==> src/rtl/ssf_pkg.sv <==
`default_nettype none
package ssf_pkg;

    localparam int NUM_LANES   = 4;
    localparam int ALLELE_W    = 2;
    localparam int POS_W       = 32;
    localparam int SUM_W       = 64;
    localparam int MIN_DEPTH_W = 18;
    localparam int MIN_ALT_W   = 16;
    localparam int CFG_DATA_W  = 18;
    localparam int CFG_ADDR_W  = 1;

    localparam logic [MIN_DEPTH_W-1:0] MIN_DEPTH_RST = 18'd30;
    localparam logic [MIN_ALT_W-1:0]   MIN_ALT_RST   = 16'd5;

    // Multipliers of the per-base tests.
    localparam int FRAC_MUL   = 20;
    localparam int RATIO_MUL  = 3;
    localparam int TUMOR_MUL  = 2;
    localparam int NORMAL_MUL = 5;

    typedef enum logic [CFG_ADDR_W-1:0] {
        CFG_MIN_DEPTH = 1'b0,
        CFG_MIN_ALT   = 1'b1
    } t_cfg_reg;

    typedef struct packed {
        logic en_a;
        logic en_b;
    } t_lane_ctl;

    function automatic logic [ALLELE_W-1:0] first_set(input logic [NUM_LANES-1:0] mask);
        logic [ALLELE_W-1:0] idx;
        idx = '0;
        for (int k = NUM_LANES - 1; k >= 0; k--) begin
            if (mask[k]) begin
                idx = k[ALLELE_W-1:0];
            end
        end
        return idx;
    endfunction

endpackage
`default_nettype wire

==> src/rtl/ssf_lane.sv <==
`default_nettype none
module ssf_lane #(
    parameter int COUNT_BITS = 16
) (
    input  wire                      i_clk,
    input  ssf_pkg::t_lane_ctl       i_ctl,
    input  wire                      i_depth_ok,
    input  wire [ssf_pkg::MIN_ALT_W-1:0] i_min_alt,
    input  wire [COUNT_BITS-1:0]     i_tumor,
    input  wire [COUNT_BITS-1:0]     i_normal,
    input  wire [COUNT_BITS+1:0]     i_tumor_depth,
    input  wire [COUNT_BITS+1:0]     i_normal_depth,
    output logic                     o_pass,
    output logic [COUNT_BITS-1:0]    o_tumor_alt,
    output logic [COUNT_BITS-1:0]    o_normal_alt,
    output logic [COUNT_BITS+1:0]    o_tumor_other,
    output logic [COUNT_BITS+1:0]    o_normal_other
);
    import ssf_pkg::*;

    localparam int DW = COUNT_BITS + 2;
    localparam int AW = (COUNT_BITS > MIN_ALT_W) ? COUNT_BITS : MIN_ALT_W;
    localparam int FW = COUNT_BITS + 5;
    localparam int TW = COUNT_BITS + 1;
    localparam int MW = COUNT_BITS + 3;
    localparam int PW = 2 * COUNT_BITS + 5;

    logic [FW-1:0] frac;
    logic [DW-1:0] na3;
    logic [TW-1:0] ta2;
    logic [MW-1:0] na5;
    logic          ok;
    logic [DW-1:0] t_rest, n_rest, t_half, n_half;

    logic [PW-1:0]         r_lhs, r_rhs;
    logic                  r_ok;
    logic [COUNT_BITS-1:0] r_ta, r_na;
    logic [DW-1:0]         r_t_oth, r_n_oth;

    always_comb begin
        frac   = FW'(i_tumor) * FW'(FRAC_MUL);
        na3    = DW'(i_normal) * DW'(RATIO_MUL);
        ta2    = TW'(i_tumor) * TW'(TUMOR_MUL);
        na5    = MW'(i_normal) * MW'(NORMAL_MUL);
        ok     = i_depth_ok
               && (AW'(i_tumor) >= AW'(i_min_alt))
               && (frac >= FW'(i_tumor_depth))
               && (DW'(i_tumor) >= na3);
        t_rest = i_tumor_depth - DW'(i_tumor);
        n_rest = i_normal_depth - DW'(i_normal);
        t_half = i_tumor_depth >> 1;
        n_half = i_normal_depth >> 1;
    end

    // First stage: the simple tests and both sides of the fraction-normalized test.
    always_ff @(posedge i_clk) begin
        if (i_ctl.en_a) begin
            r_ok    <= ok;
            r_lhs   <= PW'(ta2) * PW'(i_normal_depth);
            r_rhs   <= PW'(na5) * PW'(i_tumor_depth);
            r_ta    <= i_tumor;
            r_na    <= i_normal;
            r_t_oth <= (t_rest > t_half) ? t_rest : t_half;
            r_n_oth <= (n_rest > n_half) ? n_rest : n_half;
        end
    end

    always_ff @(posedge i_clk) begin
        if (i_ctl.en_b) begin
            o_pass         <= r_ok && (r_lhs >= r_rhs);
            o_tumor_alt    <= r_ta;
            o_normal_alt   <= r_na;
            o_tumor_other  <= r_t_oth;
            o_normal_other <= r_n_oth;
        end
    end

endmodule
`default_nettype wire

==> config.mk <==
export PLATFORM = sky130hd
export DESIGN_NAME = ssf_lane
export DESIGN_NICKNAME = d
export VERILOG_FILES = /design/src/rtl/ssf_pkg.sv /design/src/rtl/ssf_lane.sv
export SDC_FILE = /design/constraint.sdc
export NUM_CORES = 2
export LEC_CHECK = 0
export ABC_AREA = 1
export BUFFER_PORTS_ARGS = -buffer_cell sky130_fd_sc_hd__buf_4
export CAP_MARGIN = 20
export CORE_MARGIN = 4
export CORE_UTILIZATION = 58
export DETAILED_ROUTE_END_ITERATION = 8
export PLACE_DENSITY = 0.84
export SLEW_MARGIN = 20
export SYNTH_ARGS = -nofsm -noshare
export SYNTH_HDL_FRONTEND = slang
export SYNTH_SLANG_ARGS = --single-unit
==> constraint.sdc <==
create_clock -name i_clk -period 7.2 [get_ports i_clk]
set_input_delay 0.72 -clock i_clk [delete_from_list [all_inputs] [get_ports i_clk]]
set_output_delay 0.72 -clock i_clk [all_outputs]
set_load 0.01 [all_outputs]
======== Word-level counts from Yosys, hierarchy flattened ========
Index checks and enable logic that the tools add are counted.
W data, S select, Z words.
word-level totals
  flip-flop bits (word level) ............. 209
  input bits .............................. 88
  output and inout port bits .............. 69
  word-level logic and storage cells ...... 33
cells by class
  $add $sub $neg .......................... 2
  multiply operators ...................... 5
  magnitude comparators ................... 6
  multiplexer cells ....................... 2
  reductions and logical operators ........ 4
operators by type and width
  cell                     number
  $mul A16 B3 Y19 const B  2
  $ge A35 B37 Y1           1
  $mul A19 B18 Y37         1
  $gt A18 B17 Y1           2
  $sub A18 B16 Y18         2
  $mul A16 B18 Y34         1
  $mux W17                 2
  $ge A21 B18 Y1           1
  $ge A16 B18 Y1           1
  $mul A16 B2 Y18 const B  1
  $ge A16 B16 Y1           1
  $logic_and A1 B1 Y1      4

======== Depth between registers and ports, before layout ========
  depth in word-level cells ............... 4
  gate-level depth with buffers ........... 36
  mapped depth without buffers ............ 35

======== Worst setup path after synthesis ========
OpenSTA, ideal clock, no wires.
  path type ............................... in2reg
  start point ............................. input i_normal[1]
  end point ............................... register r_rhs[28] (data pin)
  library setup time ...................... 0.252 ns
  arrival ................................. 7.027 ns
  data required time ...................... 6.948 ns
  path slack .............................. -0.079 ns
  cell stages on the path ................. 32
  buffers on the path ..................... 1
  cell sequence ........................... ha_1 -> ha_1 -> inv_1 -> fa_1 -> inv_1 -> nand3_1 -> nand3_1 -> a21oi_1 -> xor2_1 -> buf_2 -> nor2_1 -> fa_1 -> inv_1 -> fa_1 -> fa_1 -> inv_1 -> fa_1 -> fa_1 -> inv_1 -> fa_1 -> inv_1 -> ha_1 -> a21oi_1 -> a21boi_0 -> a21boi_0 -> nand2_1 -> nand2_1 -> nand2_1 -> nand2_1 -> nand2_1 -> nand2_1 -> nand2_1
on the way
  longest elaborated chain between the ends .. 2
ends and longest elaborated chain
  element                 RTL line        RTL
  start: declaration      ssf_lane.sv:10  input wire [COUNT_BITS-1:0] i_normal,
  $mul A16 B3 Y19         ssf_lane.sv:44  na5 = MW'(i_normal) * MW'(NORMAL_MUL);
  $mul A19 B18 Y37        ssf_lane.sv:60  r_rhs <= PW'(na5) * PW'(i_tumor_depth);
  end signal: assignment  ssf_lane.sv:60
  end: declaration        ssf_lane.sv:35  logic [PW-1:0] r_lhs, r_rhs;
No other way between the ends.
A chain may end at the register's enable or synchronous reset.

======== Worst setup path after layout ========
  start point ............................. input i_normal[3]
  end point ............................... register r_rhs[34] (data pin)
The elaborated chain is that of the path after synthesis.

==> flow_metrics.env <==
export IMPL_status="complete, no violations"
export IMPL_coreArea_um2=59200
export IMPL_avgSynthCellArea_um2=8.42
export IMPL_synthXorXnorAreaFrac=0.0310
export IMPL_path_common_cell="fa_1"
export IMPL_wl_per_cell_um=19.8
export IMPL_setup_viol=0
export IMPL_yosys_most_used_dff="edfxtp_1"
export IMPL_finalMaxSlewViolations=0
export IMPL_fmax_mhz=143
export IMPL_cpPeakStageDelay_ps=530
export IMPL_synth_top_area_share=0.287
export IMPL_fin_skew_ps=23.6
export IMPL_port_buffer_count=156
export IMPL_grt_max_degree=81
export IMPL_relSlewSlack=0.262
export IMPL_cts_sinks=209
export IMPL_dr_pass1_iters=7
export IMPL_hold_class="flip-flop to flip-flop"
export IMPL_drt_initial_drc_count=2553
export IMPL_synth_top_family_by_area="adder cells"
export IMPL_holdBufCountCts=0
export IMPL_mostFrequentLayoutCells="984 x inv_1, 871 x nand2_1, 498 x fa_1, 428 x ha_1, 355 x buf_4"
export IMPL_fin_cells=5169
export IMPL_cts_buffers=23
export IMPL_cp_max_fo=6
export IMPL_clock_latency_ps=560
export IMPL_overflow=0
export IMPL_seq_area_frac_synth=0.180
export IMPL_path_class="primary input to flip-flop"
export IMPL_stdcell_area_um2=38900
export IMPL_final_hold_violation_count=0
export IMPL_seq_area_um2=6280
export IMPL_postLayoutCoreUtil=0.657
export IMPL_cp_required_ps=7480
export IMPL_synth_net_count=5155
export IMPL_synth_area_top_cells="fa_1 29%, edfxtp_1 18%, ha_1 16%, inv_1 11%, nand2_1 9.5%"
export IMPL_path_clk_slew_ps=70
export IMPL_clockBufferDepth=3
export IMPL_gp_congestion=1.00
export IMPL_grt_use_total=0.326
export IMPL_viasPerCell=5.68
export IMPL_tightest_slew_ps=1110
export IMPL_die_w_um=253
export IMPL_synth_fa_ha_area_frac=0.444
export IMPL_die_area_um2=64000
export IMPL_critPathBufInv=6
export IMPL_yosysWarnings=0
export IMPL_num_rows=89
export IMPL_fillerInstances=4603
export IMPL_synthMuxAreaShare=0
export IMPL_slowest_stage="fa_1"
export IMPL_syn_inst=4131
export IMPL_ys_ff_latch=209
export IMPL_dpl_cell_area_um2=37900
export IMPL_grt_pass1_wl_mm=163
export IMPL_startpoint_type="primary input"
export IMPL_cts_tree="yes"
export IMPL_multi_input_area_um2=24500
export IMPL_synth_compound_area_share=0.0578
export IMPL_root_buffer="clkbuf_16"
export IMPL_antenna_left=0
export IMPL_syn_area_um2=34800
export IMPL_wl_mm=103
export IMPL_synthToLayoutAreaGrowth_pct=11.8
export IMPL_fin_nets=5403
export IMPL_worstPathArrival_ps=7250
export IMPL_die_h_um=253
export IMPL_end_kind="flip-flop"
export IMPL_synth_simple_area_share=0.163
export IMPL_io_pins=157
export IMPL_htreeDepth=1
export IMPL_critPathLaunch="i_normal[3]"
export IMPL_vias=29400
export IMPL_reg2reg_from="r_lhs[32]$_DFFE_PP_"
export IMPL_yosysTopAreaCell="fa_1"
export IMPL_fin_crit_ps=6970
export IMPL_drc=0
export IMPL_dp_cells=5124
export IMPL_hold_slack_ps=414
export IMPL_synth_cell_types=49
export IMPL_start_util=0.587
export IMPL_grt_pass1_vias=31400
export IMPL_final_common_cell="inv_1"
export IMPL_hpwl_mm=82.8
export IMPL_drv_cap=0
export IMPL_cp_top_family="adder cells"
export IMPL_final_layout_size_suffix_gt1_frac=0.111
export IMPL_synth_enable_flop_cells=209
export IMPL_period_share=0.968
export IMPL_hold_start="r_t_oth[17]$_SDFFCE_PP0P_"
export IMPL_antenna_found_initial=6
export IMPL_async_flop_share=0
[metrics by stage]
| stage | setup slack, ps | setup TNS (ps) |
|---|---|---|
| 2_1_floorplan | 10.8 | 0 |
| 3_3_place_gp | -379 | -5560 |
| 3_5_place_dp | -492 | -7610 |
| 4_1_cts | 58.4 | 0 |
| 5_1_grt | -74.5 | -182 |
| 6_report | 230 | 0 |
[final cells by class]
class | instances | share of cell area
clock buffer | 26 | 0.0151
timing repair buffer | 358 | 0.0696
antenna | 1 | 0.0000643
clock inverter | 15 | 0.00460
inverter | 991 | 0.0957
sequential | 209 | 0.161
tap | 773 | 0.0249
multi-input combinational | 2796 | 0.629
[metal layers]
metal  vias up  routed length (um)  part of all wire  GRT usage
met5         -                  27           0.00026          0
met1     14000               36000              0.35      0.396
li1      13200                   -                 -          -
met3       502               12400              0.12     0.0784
met2      1697               47800              0.47      0.545
met4         4                6360             0.062      0.166
[path summary, 6_finish.rpt]
kind / endpoint / slack [ps] / cells past startpoint
min: o_tumor_other[17]$_DFFE_PP_ / 410 / 0
max reg2reg: o_pass$_DFFE_PP_ / 5340 / 8
min reg2reg: o_tumor_other[17]$_DFFE_PP_ / 410 / 0
max: r_rhs[34]$_DFFE_PP_ / 230 / 29
[sequential cells by signal, summed over array words and instances (netlist names)]
name / count
r_t_oth: 18
r_na: 16
o_pass: 1
r_ta: 16
o_tumor_alt: 16
o_tumor_other: 18
o_normal_other: 18
r_rhs: 37
o_normal_alt: 16
r_lhs: 34
r_ok: 1
r_n_oth: 18
[synth_stat cells (all sizes together) (2+ instances only)]
library cell    n
a211oi          6
buf            32
nand2         893
ha            437
nor2          245
and3            2
o2111ai         4
a221oi          3
clkbuf        103
xor2           77
nand4          23
o211ai          4
edfxtp        209
xnor2          42
o21ai          68
o21bai         17
or2            26
o221ai          4
o31ai           5
nand3b          4
a21boi          8
a21oi         195
a21o           17
inv           989
nor3           24
o21a            9
nor4            8
nand3         162
clkinv          2
fa            499
a31oi           9
[cell families after synthesis]
group | Yosys count
flip-flops | 209
buffers and inverters | 1126
AO/OA/AOI/OAI | 354
XOR/XNOR | 119
AND/OR/NAND/NOR | 1387
adder cells (fa/ha/maj) | 936
[repair_timing]
action | CTS | global route
endpoints found under the hold margin | 0 | 0
gates resized for setup | 0 | 53
setup endpoints to repair | 0 | 20
buffers inserted | 0 | 3
Power is not shown: default switching activity piles up to over one toggle a cycle in this logic, so the estimate is an artifact.
