$ cat src/rtl/ssf_pkg.sv
`default_nettype none
package ssf_pkg;

    localparam int NUM_LANES   = 4;
    localparam int ALLELE_W    = 2;
    localparam int POS_W       = 32;
    localparam int SUM_W       = 64;
    localparam int MIN_DEPTH_W = 18;
    localparam int MIN_ALT_W   = 16;
    localparam int CFG_DATA_W  = 18;
    localparam int CFG_ADDR_W  = 1;

    localparam logic [MIN_DEPTH_W-1:0] MIN_DEPTH_RST = 18'd30;
    localparam logic [MIN_ALT_W-1:0]   MIN_ALT_RST   = 16'd5;

    // Multipliers of the per-base tests.
    localparam int FRAC_MUL   = 20;
    localparam int RATIO_MUL  = 3;
    localparam int TUMOR_MUL  = 2;
    localparam int NORMAL_MUL = 5;

    typedef enum logic [CFG_ADDR_W-1:0] {
        CFG_MIN_DEPTH = 1'b0,
        CFG_MIN_ALT   = 1'b1
    } t_cfg_reg;

    typedef struct packed {
        logic en_a;
        logic en_b;
    } t_lane_ctl;

    function automatic logic [ALLELE_W-1:0] first_set(input logic [NUM_LANES-1:0] mask);
        logic [ALLELE_W-1:0] idx;
        idx = '0;
        for (int k = NUM_LANES - 1; k >= 0; k--) begin
            if (mask[k]) begin
                idx = k[ALLELE_W-1:0];
            end
        end
        return idx;
    endfunction

endpackage
`default_nettype wire

$ cat src/rtl/ssf_merge.sv
`default_nettype none
module ssf_merge #(
    parameter  int COUNT_BITS = 16,
    localparam int OUT_W = ((ssf_pkg::POS_W + ssf_pkg::ALLELE_W + 4 * COUNT_BITS + 4
                             + 4 * ssf_pkg::SUM_W + 7) / 8) * 8
) (
    input  wire                          i_clk,
    input  wire                          i_rst_n,
    input  wire                          i_load,
    output logic                         o_ready,
    input  wire [ssf_pkg::POS_W-1:0]     i_pos,
    input  wire [COUNT_BITS+1:0]         i_tumor_depth,
    input  wire [COUNT_BITS+1:0]         i_normal_depth,
    input  wire [ssf_pkg::NUM_LANES-1:0] i_mask,
    input  wire [COUNT_BITS-1:0]         i_tumor_alt    [ssf_pkg::NUM_LANES],
    input  wire [COUNT_BITS-1:0]         i_normal_alt   [ssf_pkg::NUM_LANES],
    input  wire [COUNT_BITS+1:0]         i_tumor_other  [ssf_pkg::NUM_LANES],
    input  wire [COUNT_BITS+1:0]         i_normal_other [ssf_pkg::NUM_LANES],
    output logic                         o_tvalid,
    input  wire                          i_tready,
    output logic [OUT_W-1:0]             o_tdata,
    output logic                         o_tlast
);
    import ssf_pkg::*;

    localparam int DW = COUNT_BITS + 2;
    localparam int OUT_BITS = POS_W + ALLELE_W + 4 * COUNT_BITS + 4 + 4 * SUM_W;

    logic                  r_busy;
    logic [NUM_LANES-1:0]  r_mask;
    logic [POS_W-1:0]      r_pos;
    logic [DW-1:0]         r_tdp, r_ndp;
    logic [COUNT_BITS-1:0] r_ta [NUM_LANES];
    logic [COUNT_BITS-1:0] r_na [NUM_LANES];
    logic [DW-1:0]         r_to [NUM_LANES];
    logic [DW-1:0]         r_no [NUM_LANES];
    logic [SUM_W-1:0]      r_sum_ta, r_sum_to, r_sum_na, r_sum_no;
    logic                  r_out_valid, r_out_last;
    logic [OUT_W-1:0]      r_out_data;

    logic [ALLELE_W-1:0]   sel;
    logic [NUM_LANES-1:0]  rest;
    logic                  emit, last;
    logic [SUM_W-1:0]      n_sum_ta, n_sum_to, n_sum_na, n_sum_no;

    always_comb begin
        sel      = first_set(r_mask);
        rest     = r_mask & ~(NUM_LANES'(1) << sel);
        last     = (rest == '0);
        emit     = r_busy && (!r_out_valid || i_tready);
        o_ready  = !r_busy || (emit && last);
        n_sum_ta = r_sum_ta + SUM_W'(r_ta[sel]);
        n_sum_to = r_sum_to + SUM_W'(r_to[sel]);
        n_sum_na = r_sum_na + SUM_W'(r_na[sel]);
        n_sum_no = r_sum_no + SUM_W'(r_no[sel]);
    end

    always_ff @(posedge i_clk) begin
        if (!i_rst_n) begin
            r_busy <= 1'b0;
        end else if (i_load) begin
            r_busy <= 1'b1;
        end else if (emit && last) begin
            r_busy <= 1'b0;
        end
    end

    always_ff @(posedge i_clk) begin
        if (i_load) begin
            r_mask <= i_mask;
            r_pos  <= i_pos;
            r_tdp  <= i_tumor_depth;
            r_ndp  <= i_normal_depth;
            r_ta   <= i_tumor_alt;
            r_na   <= i_normal_alt;
            r_to   <= i_tumor_other;
            r_no   <= i_normal_other;
        end else if (emit) begin
            r_mask <= rest;
        end
    end

    // The running sums advance once per call, as the call enters the output register.
    always_ff @(posedge i_clk) begin
        if (!i_rst_n) begin
            r_sum_ta <= '0;
            r_sum_to <= '0;
            r_sum_na <= '0;
            r_sum_no <= '0;
        end else if (emit) begin
            r_sum_ta <= n_sum_ta;
            r_sum_to <= n_sum_to;
            r_sum_na <= n_sum_na;
            r_sum_no <= n_sum_no;
        end
    end

    always_ff @(posedge i_clk) begin
        if (!i_rst_n) begin
            r_out_valid <= 1'b0;
        end else if (emit) begin
            r_out_valid <= 1'b1;
        end else if (i_tready) begin
            r_out_valid <= 1'b0;
        end
    end

    always_ff @(posedge i_clk) begin
        if (emit) begin
            r_out_last <= last;
            r_out_data <= OUT_W'({n_sum_no, n_sum_na, n_sum_to, n_sum_ta, r_ndp, r_na[sel],
                                  r_tdp, r_ta[sel], sel, r_pos});
        end
    end

    assign o_tvalid = r_out_valid;
    assign o_tlast  = r_out_last;
    assign o_tdata  = r_out_data;

    // Keeps the packed field width tied to the port width.
    if (OUT_BITS > OUT_W) begin : g_width_err
        $error("output field width exceeds the port width");
    end

endmodule
`default_nettype wire

$ cat config.mk
export PLATFORM = sky130hd
export DESIGN_NAME = ssf_merge
export DESIGN_NICKNAME = d
export VERILOG_FILES = /design/src/rtl/ssf_pkg.sv /design/src/rtl/ssf_merge.sv
export SDC_FILE = /design/constraint.sdc
export NUM_CORES = 1
export LEC_CHECK = 0
export ABC_AREA = 0
export BUFFER_PORTS_ARGS = -buffer_cell sky130_fd_sc_hd__buf_2
export CAP_MARGIN = 40
export CORE_ASPECT_RATIO = 0.8
export CORE_MARGIN = 5
export CORE_UTILIZATION = 38
export DETAILED_ROUTE_END_ITERATION = 10
export GPL_ROUTABILITY_DRIVEN = 0
export PLACE_DENSITY = 0.64
export RECOVER_POWER = 50
export SLEW_MARGIN = 5
export SYNTH_ARGS = -nofsm -noshare
export SYNTH_HDL_FRONTEND = slang
export SYNTH_SLANG_ARGS = --single-unit
$ cat constraint.sdc
create_clock -name i_clk -period 20 [get_ports i_clk]
set_clock_uncertainty 0.1 [all_clocks]
set_input_delay 2 -clock i_clk [delete_from_list [all_inputs] [get_ports i_clk]]
set_output_delay 2 -clock i_clk [all_outputs]
set_load 0.02 [all_outputs]
# Word-level counts from Yosys, hierarchy flattened
# Cells that the tools add are included.
# W data, S select, Z words.
# classes
n_addsub	4
multipliers	0
div_mod_pow	0
order_cmp	1
eq_ne	0
shift	1
muxes	22
bitwise	3
n_reduce_logical	10
# ops
cell	n
$add A64 B16 Y64	2
$add A64 B18 Y64	2
$bmux W18 S2	2
$mux W18	4
$bmux W16 S2	2
$mux W16	4
$mux W2	4
$mux W4	2
$reduce_bool A2 Y1	3
$and A4 B4 Y4	1
$logic_not A4 Y1	1
$mux W1	4
$not A4 Y4	1
$shl A1 B2 Y4 const A	1
$ge A3 B3 Y1 const B	1
$not A2 Y3	1
$logic_and A1 B1 Y1	2
$logic_not A1 Y1	2
$logic_or A1 B1 Y1	2
# totals
regBits	961
latch_bits	0
ramBits	0
mem_bits_ro	0
out_inout_bits	363
wordCells	69
mem_count	0

# Depth between registers and ports, before layout
# Gate-level depths: netlist of the first run.
# logic_depth
word_depth	11
depth_mapped	20
mapped_depth_nobuf	16

# Worst setup path after synthesis of the first run
# Ideal clock, no wire load.
# synth_timing
path_type	input port to flip-flop
from	input port i_tready
to	register r_out_data[0] (netlist: o_tdata[0]), enable pin
setup_time_ns	0.863
t_arrival_ns	12.856
required_time_ns	19.037
path_slack_ns	6.181
cell_stages	6
path_buffers	3
cell_sequence	nand2b_1 nand2_1 inv_1 clkbuf_1 clkbuf_1 clkbuf_1
# synth_between
elab_chain_cells	2
# synth_rtl
item	line	source
start, declared	ssf_merge.sv:20	input wire i_tready,
$logic_or A1 B1 Y1	ssf_merge.sv:50	emit = r_busy && (!r_out_valid || i_tready);
$logic_and A1 B1 Y1	ssf_merge.sv:50	
net emit	ssf_merge.sv:43	logic emit, last;
end signal, assigned	ssf_merge.sv:111	r_out_data <= OUT_W'({n_sum_no, n_sum_na, n_sum_to, n_sum_ta, r_ndp, r_na[sel],
end, declared	ssf_merge.sv:39	logic [OUT_W-1:0] r_out_data;
# The timed path passes the listed nets, and every way through them passes these cells.
# A chain may end at the register's enable or synchronous reset.

# Worst setup path in the final report of the first run
# layout_timing
from	register r_mask[3]
to	register r_out_data[208] (netlist: o_tdata[208]) (data pin)
# layout_between
elab_chain_cells	9
# layout_rtl
item	line	source
start, declared	ssf_merge.sv:30	logic [NUM_LANES-1:0] r_mask;
start signal, assigned	ssf_merge.sv:70	r_mask <= i_mask;
start signal, assigned	ssf_merge.sv:79	r_mask <= rest;
$mux W2 (4 in a row)	ssf_pkg.sv:36	if (mask[k]) begin
$not A2 Y3 (not written as such)	ssf_merge.sv:53	n_sum_to = r_sum_to + SUM_W'(r_to[sel]);
$bmux W18 S2	ssf_merge.sv:53	
$mux W18 (not written as such) (2 in a row)	ssf_merge.sv:53	
$add A64 B18 Y64	ssf_merge.sv:53	
net n_sum_to[42]	ssf_merge.sv:44	logic [SUM_W-1:0] n_sum_ta, n_sum_to, n_sum_na, n_sum_no;
# The timed path passes the listed nets, and every way through them passes these cells. The select of a mux whose other input is x is not followed.

==> flow_summary.toml, run 1 <==
[clocking]
insertion_delay_ns = 0.72
cts_max_path_buffers = 3
cts_buffers = 99
cts_hold_buf = 0
h-tree-depth = 3
cts_setup_buffers = 0
cts_resized = 0
clock_sinks = 961
clkTransAtPathRegs_ns = 0.06
cts_root_buf = "clkbuf_16"
cts_tree = "done"

[timing]
min_period_ns = 11.19
setup_violations = 0
fmax_mhz = 89.4
maxSlewViolCount = 483
hold_viol = 0
period_share = 0.559
rsz0062_at_grt = "no"
worst_pin_slew_ns = 7.52
finalSetupTns_ns = 0
max_slew_margin = -4.01
hold_slack_ns = 0.312

[min_path]
hold_path_class = "reg -> reg"

[grt]
grt_usage = 0.216
grt.overflow.total = 0
grt_pass1_vias = 29200
grt_max_degree = 138
grt_pass1_wl_mm = 188
antenna_found_initial = 16

[power_and_ir_drop]
clkPwrFrac = 0.365
pwr_density_cell_nw_per_um2 = 103
internal_power_w = 0.00363
p_total_w = 0.00508
netSwitchingPower_w = 0.00145
pwr-share-seq = 0.472
peakVddDrop_v = 0.0000790
p_leak_nw = 17.6
pwr-share-comb = 0.163
switching_share = 0.285

[floorplanning]
die_x_um = 379
rows = 108
chipHeight_um = 306
die_area_um2 = 116000
fp.coreArea_um2 = 108000
pin_count = 711
initial_core_util = 0.383

[synth]
yosysTopAreaCell = "edfxtp_1"
mappedNetlistArea_um2 = 41500
netlist_instances = 3498
yosysSeqAreaShare = 0.633
ys_async_sr_fraction = 0
yosysWarnings = 0
synth_seq_cells = 961
netlist_top_cells_area = "edfxtp_1 51%, dfxtp_1 12%, xnor2_1 3.5%, xor2_1 3.4%, nand2_1 3.4%"
ys.flop_type = "edfxtp_1"
synth.top_cell.area_share = 0.509
syn_area_per_cell_um2 = 11.9
yosys.cell_types.count = 88
synth-edff-count = 703

[drt]
drt-initial-drc-count = 2920
vias = 30600
avgRoutedWirePerCell_um = 22.8
antenna_left = 0
drc = 0
drt-total-wl_mm = 130
viasPerCell = 5.37
dr.pass1.iters = 6

[layout]
instances_no_fill = 5691
final_net_count = 4586
area_growth_syn_to_layout_pct = 18.9
drive_above_1_share = 0.136
final_area_um2 = 49300

[flow_run]
drv_cap = 8

[place]
placed_cell_area_um2 = 46600
io_buffers = 708
hpwl_mm = 93.7
dp.cells = 5495

[setup_path]
slowest_stage = "clkinvlp_2"
arrival_ns = 11.53
cp_slowest_stage_delay_ns = 2.49
crit_chain = "nor2b_1 > nor2_1 > or2_0 > clkinvlp_2 > clkbuf_1 > nand2_1 > a31oi_1 > ha_1 > a21oi_1 > nor2_1 > a211oi_1 > a2111o_1 > and2_0 > nor4_1 > xor2_1"
start_kind = "register"
path_max_fanout = 35
end_kind = "register"
crit_required_ns = 20.34
path_class = "reg -> reg"
cp_common_cell = "nor2_1"

[outcome]
outcome = "complete, but fails checks"
failed_checks = "max-capacitance violations, max-slew violations"
-- cell usage after synthesis, drive strengths merged, types with 4 or more instances --
master	instances
a2111oi	14
a211oi	17
a21boi	8
a21o	21
a21oi	168
a31o	8
a31oi	75
and2	34
and3	45
and4	27
buf	42
clkbuf	142
dfxtp	258
edfxtp	703
fa	4
ha	68
inv	48
mux2i	37
nand2	376
nand2b	37
nand3	124
nand3b	7
nand4	88
nor2	260
nor2b	8
nor3	100
nor3b	7
nor4	56
nor4b	6
o211ai	16
o21a	13
o21ai	103
o21bai	9
o22ai	71
o31a	5
o31ai	31
or2	12
or3	54
or4	38
xnor2	168
xor2	161
-- cells in the final DEF, fill, tap and decap left out, types with 9 or more instances in the layout --
master / netlist / final
a2111oi_0: 9 / 9
a211oi_1: 16 / 16
a21o_1: 21 / 21
a21oi_1: 168 / 168
a31oi_1: 75 / 73
and2_1: 33 / 32
and3_1: 43 / 43
and4_1: 26 / 26
buf_2: 25 / 339
buf_4: 5 / 32
clkbuf_1: 137 / 401
clkbuf_16: 0 / 99
clkinv_1: 1 / 15
clkinv_2: 0 / 15
dfxtp_1: 258 / 258
diode_2: 0 / 13
edfxtp_1: 703 / 703
ha_1: 68 / 68
inv_1: 48 / 46
mux2i_1: 37 / 37
nand2_1: 375 / 373
nand2b_1: 37 / 37
nand3_1: 122 / 122
nand4_1: 86 / 86
nor2_1: 258 / 258
nor3_1: 99 / 99
nor4_1: 56 / 56
o211ai_1: 16 / 16
o21a_1: 13 / 13
o21ai_0: 94 / 94
o21bai_1: 9 / 9
o22ai_1: 71 / 71
o31ai_1: 31 / 29
or3_1: 52 / 52
or4_1: 35 / 35
xnor2_1: 168 / 168
xor2_1: 161 / 161
-- power by group through the flow --
stage	Sequential [W]	Clock, W	Combinational [W]
after floorplan	0.00252	0	0.000433
after global placement	0.00243	0	0.000833
after detailed placement	0.00243	0	0.000842
after CTS	0.00239	0.00190	0.000847
after global routing	0.00241	0.00198	0.000903
final	0.00239	0.00185	0.000828
-- cells by family (layout without fill, tap and decap cells) --
kind of cell	Yosys count	in the layout	share of synthesized area
and+or+nand+nor	1282	1282	0.154
DFF	961	961	0.633
AOI/OAI and AO/OA	582	582	0.0886
xor gates and xnor gates	329	329	0.0695
buffers and inverters	233	982	0.0225
adders and majority gates	72	72	0.0224
muxes	38	38	0.00920
other	1	15	0.0000904
-- final timing paths --
check                                         start  slack (ns)                      to  depth (start not counted)
worst min-delay path            r_ndp[13]$_DFFE_PP_        0.31   o_tdata[97]$_DFFE_PP_                          0
worst max register to register  r_mask[3]$_DFFE_PP_        8.81  o_tdata[208]$_DFFE_PP_                         15
worst min register to register  r_ndp[13]$_DFFE_PP_        0.31   o_tdata[97]$_DFFE_PP_                          0
worst max-delay path            r_mask[3]$_DFFE_PP_        8.81  o_tdata[208]$_DFFE_PP_                         15
-- per-layer routing --
layer | routed length, um | global-route usage
met4 | 2850 | 0.0519
met1 | 55700 | 0.304
met5 | 28 | 0
met3 | 12900 | 0.0582
met2 | 58100 | 0.333
-- stage by stage --
stage | util | setup slack [ns]
finish | 0.455 | 8.81
global route | 0.455 | 8.03
CTS | 0.460 | 13.46
detailed placement | 0.430 | 13.52
global placement | 0.429 | 13.49
floorplan | - | 6.18
-- sequential cells by signal, indices dropped and copies added (netlist names), 32 cells and up --
name and cells:
r_sum_no 64, r_pos 32, r_sum_na 64, o_tdata 358, r_na 64, r_sum_to 64, r_to 72, r_sum_ta 64
r_no 72, r_ta 64
-- final cells by class --
| type | instances | area (um2) |
|---|---|---|
| antenna | 13 | 32.5 |
| clock buffer | 132 | 2650 |
| clock inverter | 51 | 596 |
| fill | 10200 | 59000 |
| inverter | 49 | 194 |
| multi-input combinational | 2305 | 14300 |
| sequential | 961 | 26300 |
| tap | 1430 | 1790 |
| timing repair buffer | 750 | 3450 |
-- critical path: cells and delay by family, from the launching register on --
family,cells,cell delay (ns)
buffers and inverters,2,3.80
AO/OA/AOI/OAI,4,1.85
adder cells (fa/ha/maj),1,0.45
AND/OR/NAND/NOR,7,4.02
flip-flops,1,0.47
XOR/XNOR,1,0.18
Note: power is estimated with default switching activity, not from simulation.
==> run 2: changes to the inputs <==
==> constraint.sdc (replaced) <==
create_clock -name i_clk -period 10.35 [get_ports i_clk]
set_clock_uncertainty 0.1 [all_clocks]
set_input_delay 1.035 -clock i_clk [delete_from_list [all_inputs] [get_ports i_clk]]
set_output_delay 1.035 -clock i_clk [all_outputs]
set_load 0.02 [all_outputs]
==> flow_summary.toml, run 2 (same netlist as run 1, synthesis figures left out) <==
[timing]
period_share = 0.771
min_period_ns = 7.98
setup_violations = 0
max_slew_margin = -2.47
hold_viol = 0
worst_pin_slew_ns = 5.21
maxSlewViolCount = 309
fmax_mhz = 125
finalSetupTns_ns = 0
rsz0062_at_grt = "no"

[setup_path]
path_class = "in -> reg"
crit_required_ns = 10.46
r2r_end = "r_sum_ta[59]$_SDFFE_PN0P_"
arrival_ns = 8.09
end_kind = "register"
r2r_cells = 7
crit_chain = "clkbuf_1 > clkbuf_1 > clkbuf_1"
slowest_stage = "clkbuf_1"
start_kind = "primary input"
cp_common_cell = "clkbuf_1"
rr_startpoint = "o_tvalid$_SDFFE_PN0P_"
path_max_fanout = 99
crit_start = "i_load"
cp_slowest_stage_delay_ns = 3.58
rrSetupSlack_ns = 3.05

[layout]
final_cell_mix = "703 x edfxtp_1, 476 x buf_2, 373 x nand2_1, 258 x nor2_1, 258 x dfxtp_1"
largest_reg_flops = 358
final_common_cell = "edfxtp_1"
final_net_count = 4582
instances_no_fill = 5688
drive_above_1_share = 0.170
area_growth_syn_to_layout_pct = 19.4
n_fill_cell = 10000

[clocking]
clkTransAtPathRegs_ns = 0.06
cts_hold_buf = 0
h-tree-depth = 3
insertion_delay_ns = 0.73
cts_max_path_buffers = 3
cts_setup_buffers = 0
cts_tree = "done"
cts_resized = 0
cts_buffers = 96
clock_sinks = 961
cts_root_buf = "clkbuf_16"

[power_and_ir_drop]
internal_power_w = 0.00707
switching_share = 0.283
pwr-share-comb = 0.163
netSwitchingPower_w = 0.00279
pwr_density_cell_nw_per_um2 = 199
pwr-share-seq = 0.468
peakVddDrop_v = 0.000147
p_leak_nw = 17.9
clkPwrFrac = 0.369

[place]
io_buffers = 708
dp.cells = 5493
hpwl_mm = 93.5

[outcome]
outcome = "complete, but fails checks"
failed_checks = "max-capacitance violations, max-slew violations"

[grt]
antenna_found_initial = 24
grt_pass1_wl_mm = 188
grt_usage = 0.215
grt_pass1_vias = 29200
grt_max_degree = 175
grt.overflow.total = 0

[min_path]
worstHoldStart = "r_ndp[10]$_DFFE_PP_"
hold_end = "o_tdata[94]$_DFFE_PP_"
hold_path_class = "reg -> reg"
whs_path_depth = 0

[drt]
drc = 0
antenna_left = 0
vias = 30500
avgRoutedWirePerCell_um = 22.7
drt-total-wl_mm = 129
dr.pass1.iters = 6
viasPerCell = 5.37
drt-initial-drc-count = 2511

[floorplanning]
die_x_um = 379
pin_count = 711
rows = 108
die_area_um2 = 116000
fp.coreArea_um2 = 108000
initial_core_util = 0.383
chipHeight_um = 306

[flow_run]
drv_cap = 5
-- run 2: changes by cell type in the layout (fill, tap and decap cells not counted), sizes merged --
cell / previous run / this run
clkbuf: 505 / 354
buf: 377 / 513
bufinv: 8 / 12
clkinv: 38 / 42
diode: 13 / 15
clkinvlp: 5 / 6
inv: 49 / 50
-- run 2: how the worst max path moves through the flow --
stage	to	slack [ns]	cells past startpoint
floorplan	o_tdata[0]$_DFFE_PP_	3.05	6
global route	r_to[62]$_DFFE_PP_	1.96	3
CTS	o_tdata[224]$_DFFE_PP_	4.00	15
detailed placement	o_tdata[224]$_DFFE_PP_	4.04	15
finish	r_to[46]$_DFFE_PP_	2.37	3
global placement	o_tdata[224]$_DFFE_PP_	4.19	15
-- run 2: layout make-up --
type / instances / area (um2) / area share
flip-flops and latches: 961 / 26300 / 0.530
multi-input cells: 2305 / 14300 / 0.289
repair buffers: 749 / 3610 / 0.0729
clock buffers: 118 / 2550 / 0.0516
well taps: 1430 / 1790 / 0.0361
clock inverters: 61 / 744 / 0.0150
inverters: 49 / 195 / 0.00394
diodes: 15 / 37.5 / 0.000758
-- run 2: metal layers --
metal / part of all wire / track usage / up-vias
met2: 0.45 / 0.330 / 1189
met4: 0.021 / 0.0529 / 18
met5: 0.00070 / 0 / -
li1: - / - / 14300
met3: 0.090 / 0.0617 / 169
met1: 0.44 / 0.302 / 14900
-- run 2: stage by stage --
step	total power [W]	util	cell area, um2	worst slack (ns)	hold slack [ns]
after floorplan	0.00568	-	41500	3.05	0.300
after global placement	0.00629	0.428	46400	4.19	0.300
after detailed placement	0.00632	0.430	46600	4.04	0.305
after CTS	0.00996	0.460	49900	4.00	0.303
after global routing	0.0103	0.457	49500	1.96	0.317
final	0.00986	0.457	49500	2.37	0.314
-- run 2: worst max-delay path, delay by kind of cell --
| kind | cells | cell delay [ns] |
|---|---|---|
| buf+inv | 3 | 6.87 |
-- run 2: power groups by stage --
stage | combinational (W) | sequential [W] | clock [W]
3_3_place_gp | 0.00160 | 0.00469 | 0
2_1_floorplan | 0.000835 | 0.00484 | 0
3_5_place_dp | 0.00162 | 0.00469 | 0
5_1_grt | 0.00175 | 0.00464 | 0.00389
6_report | 0.00161 | 0.00462 | 0.00364
4_1_cts | 0.00163 | 0.00461 | 0.00371
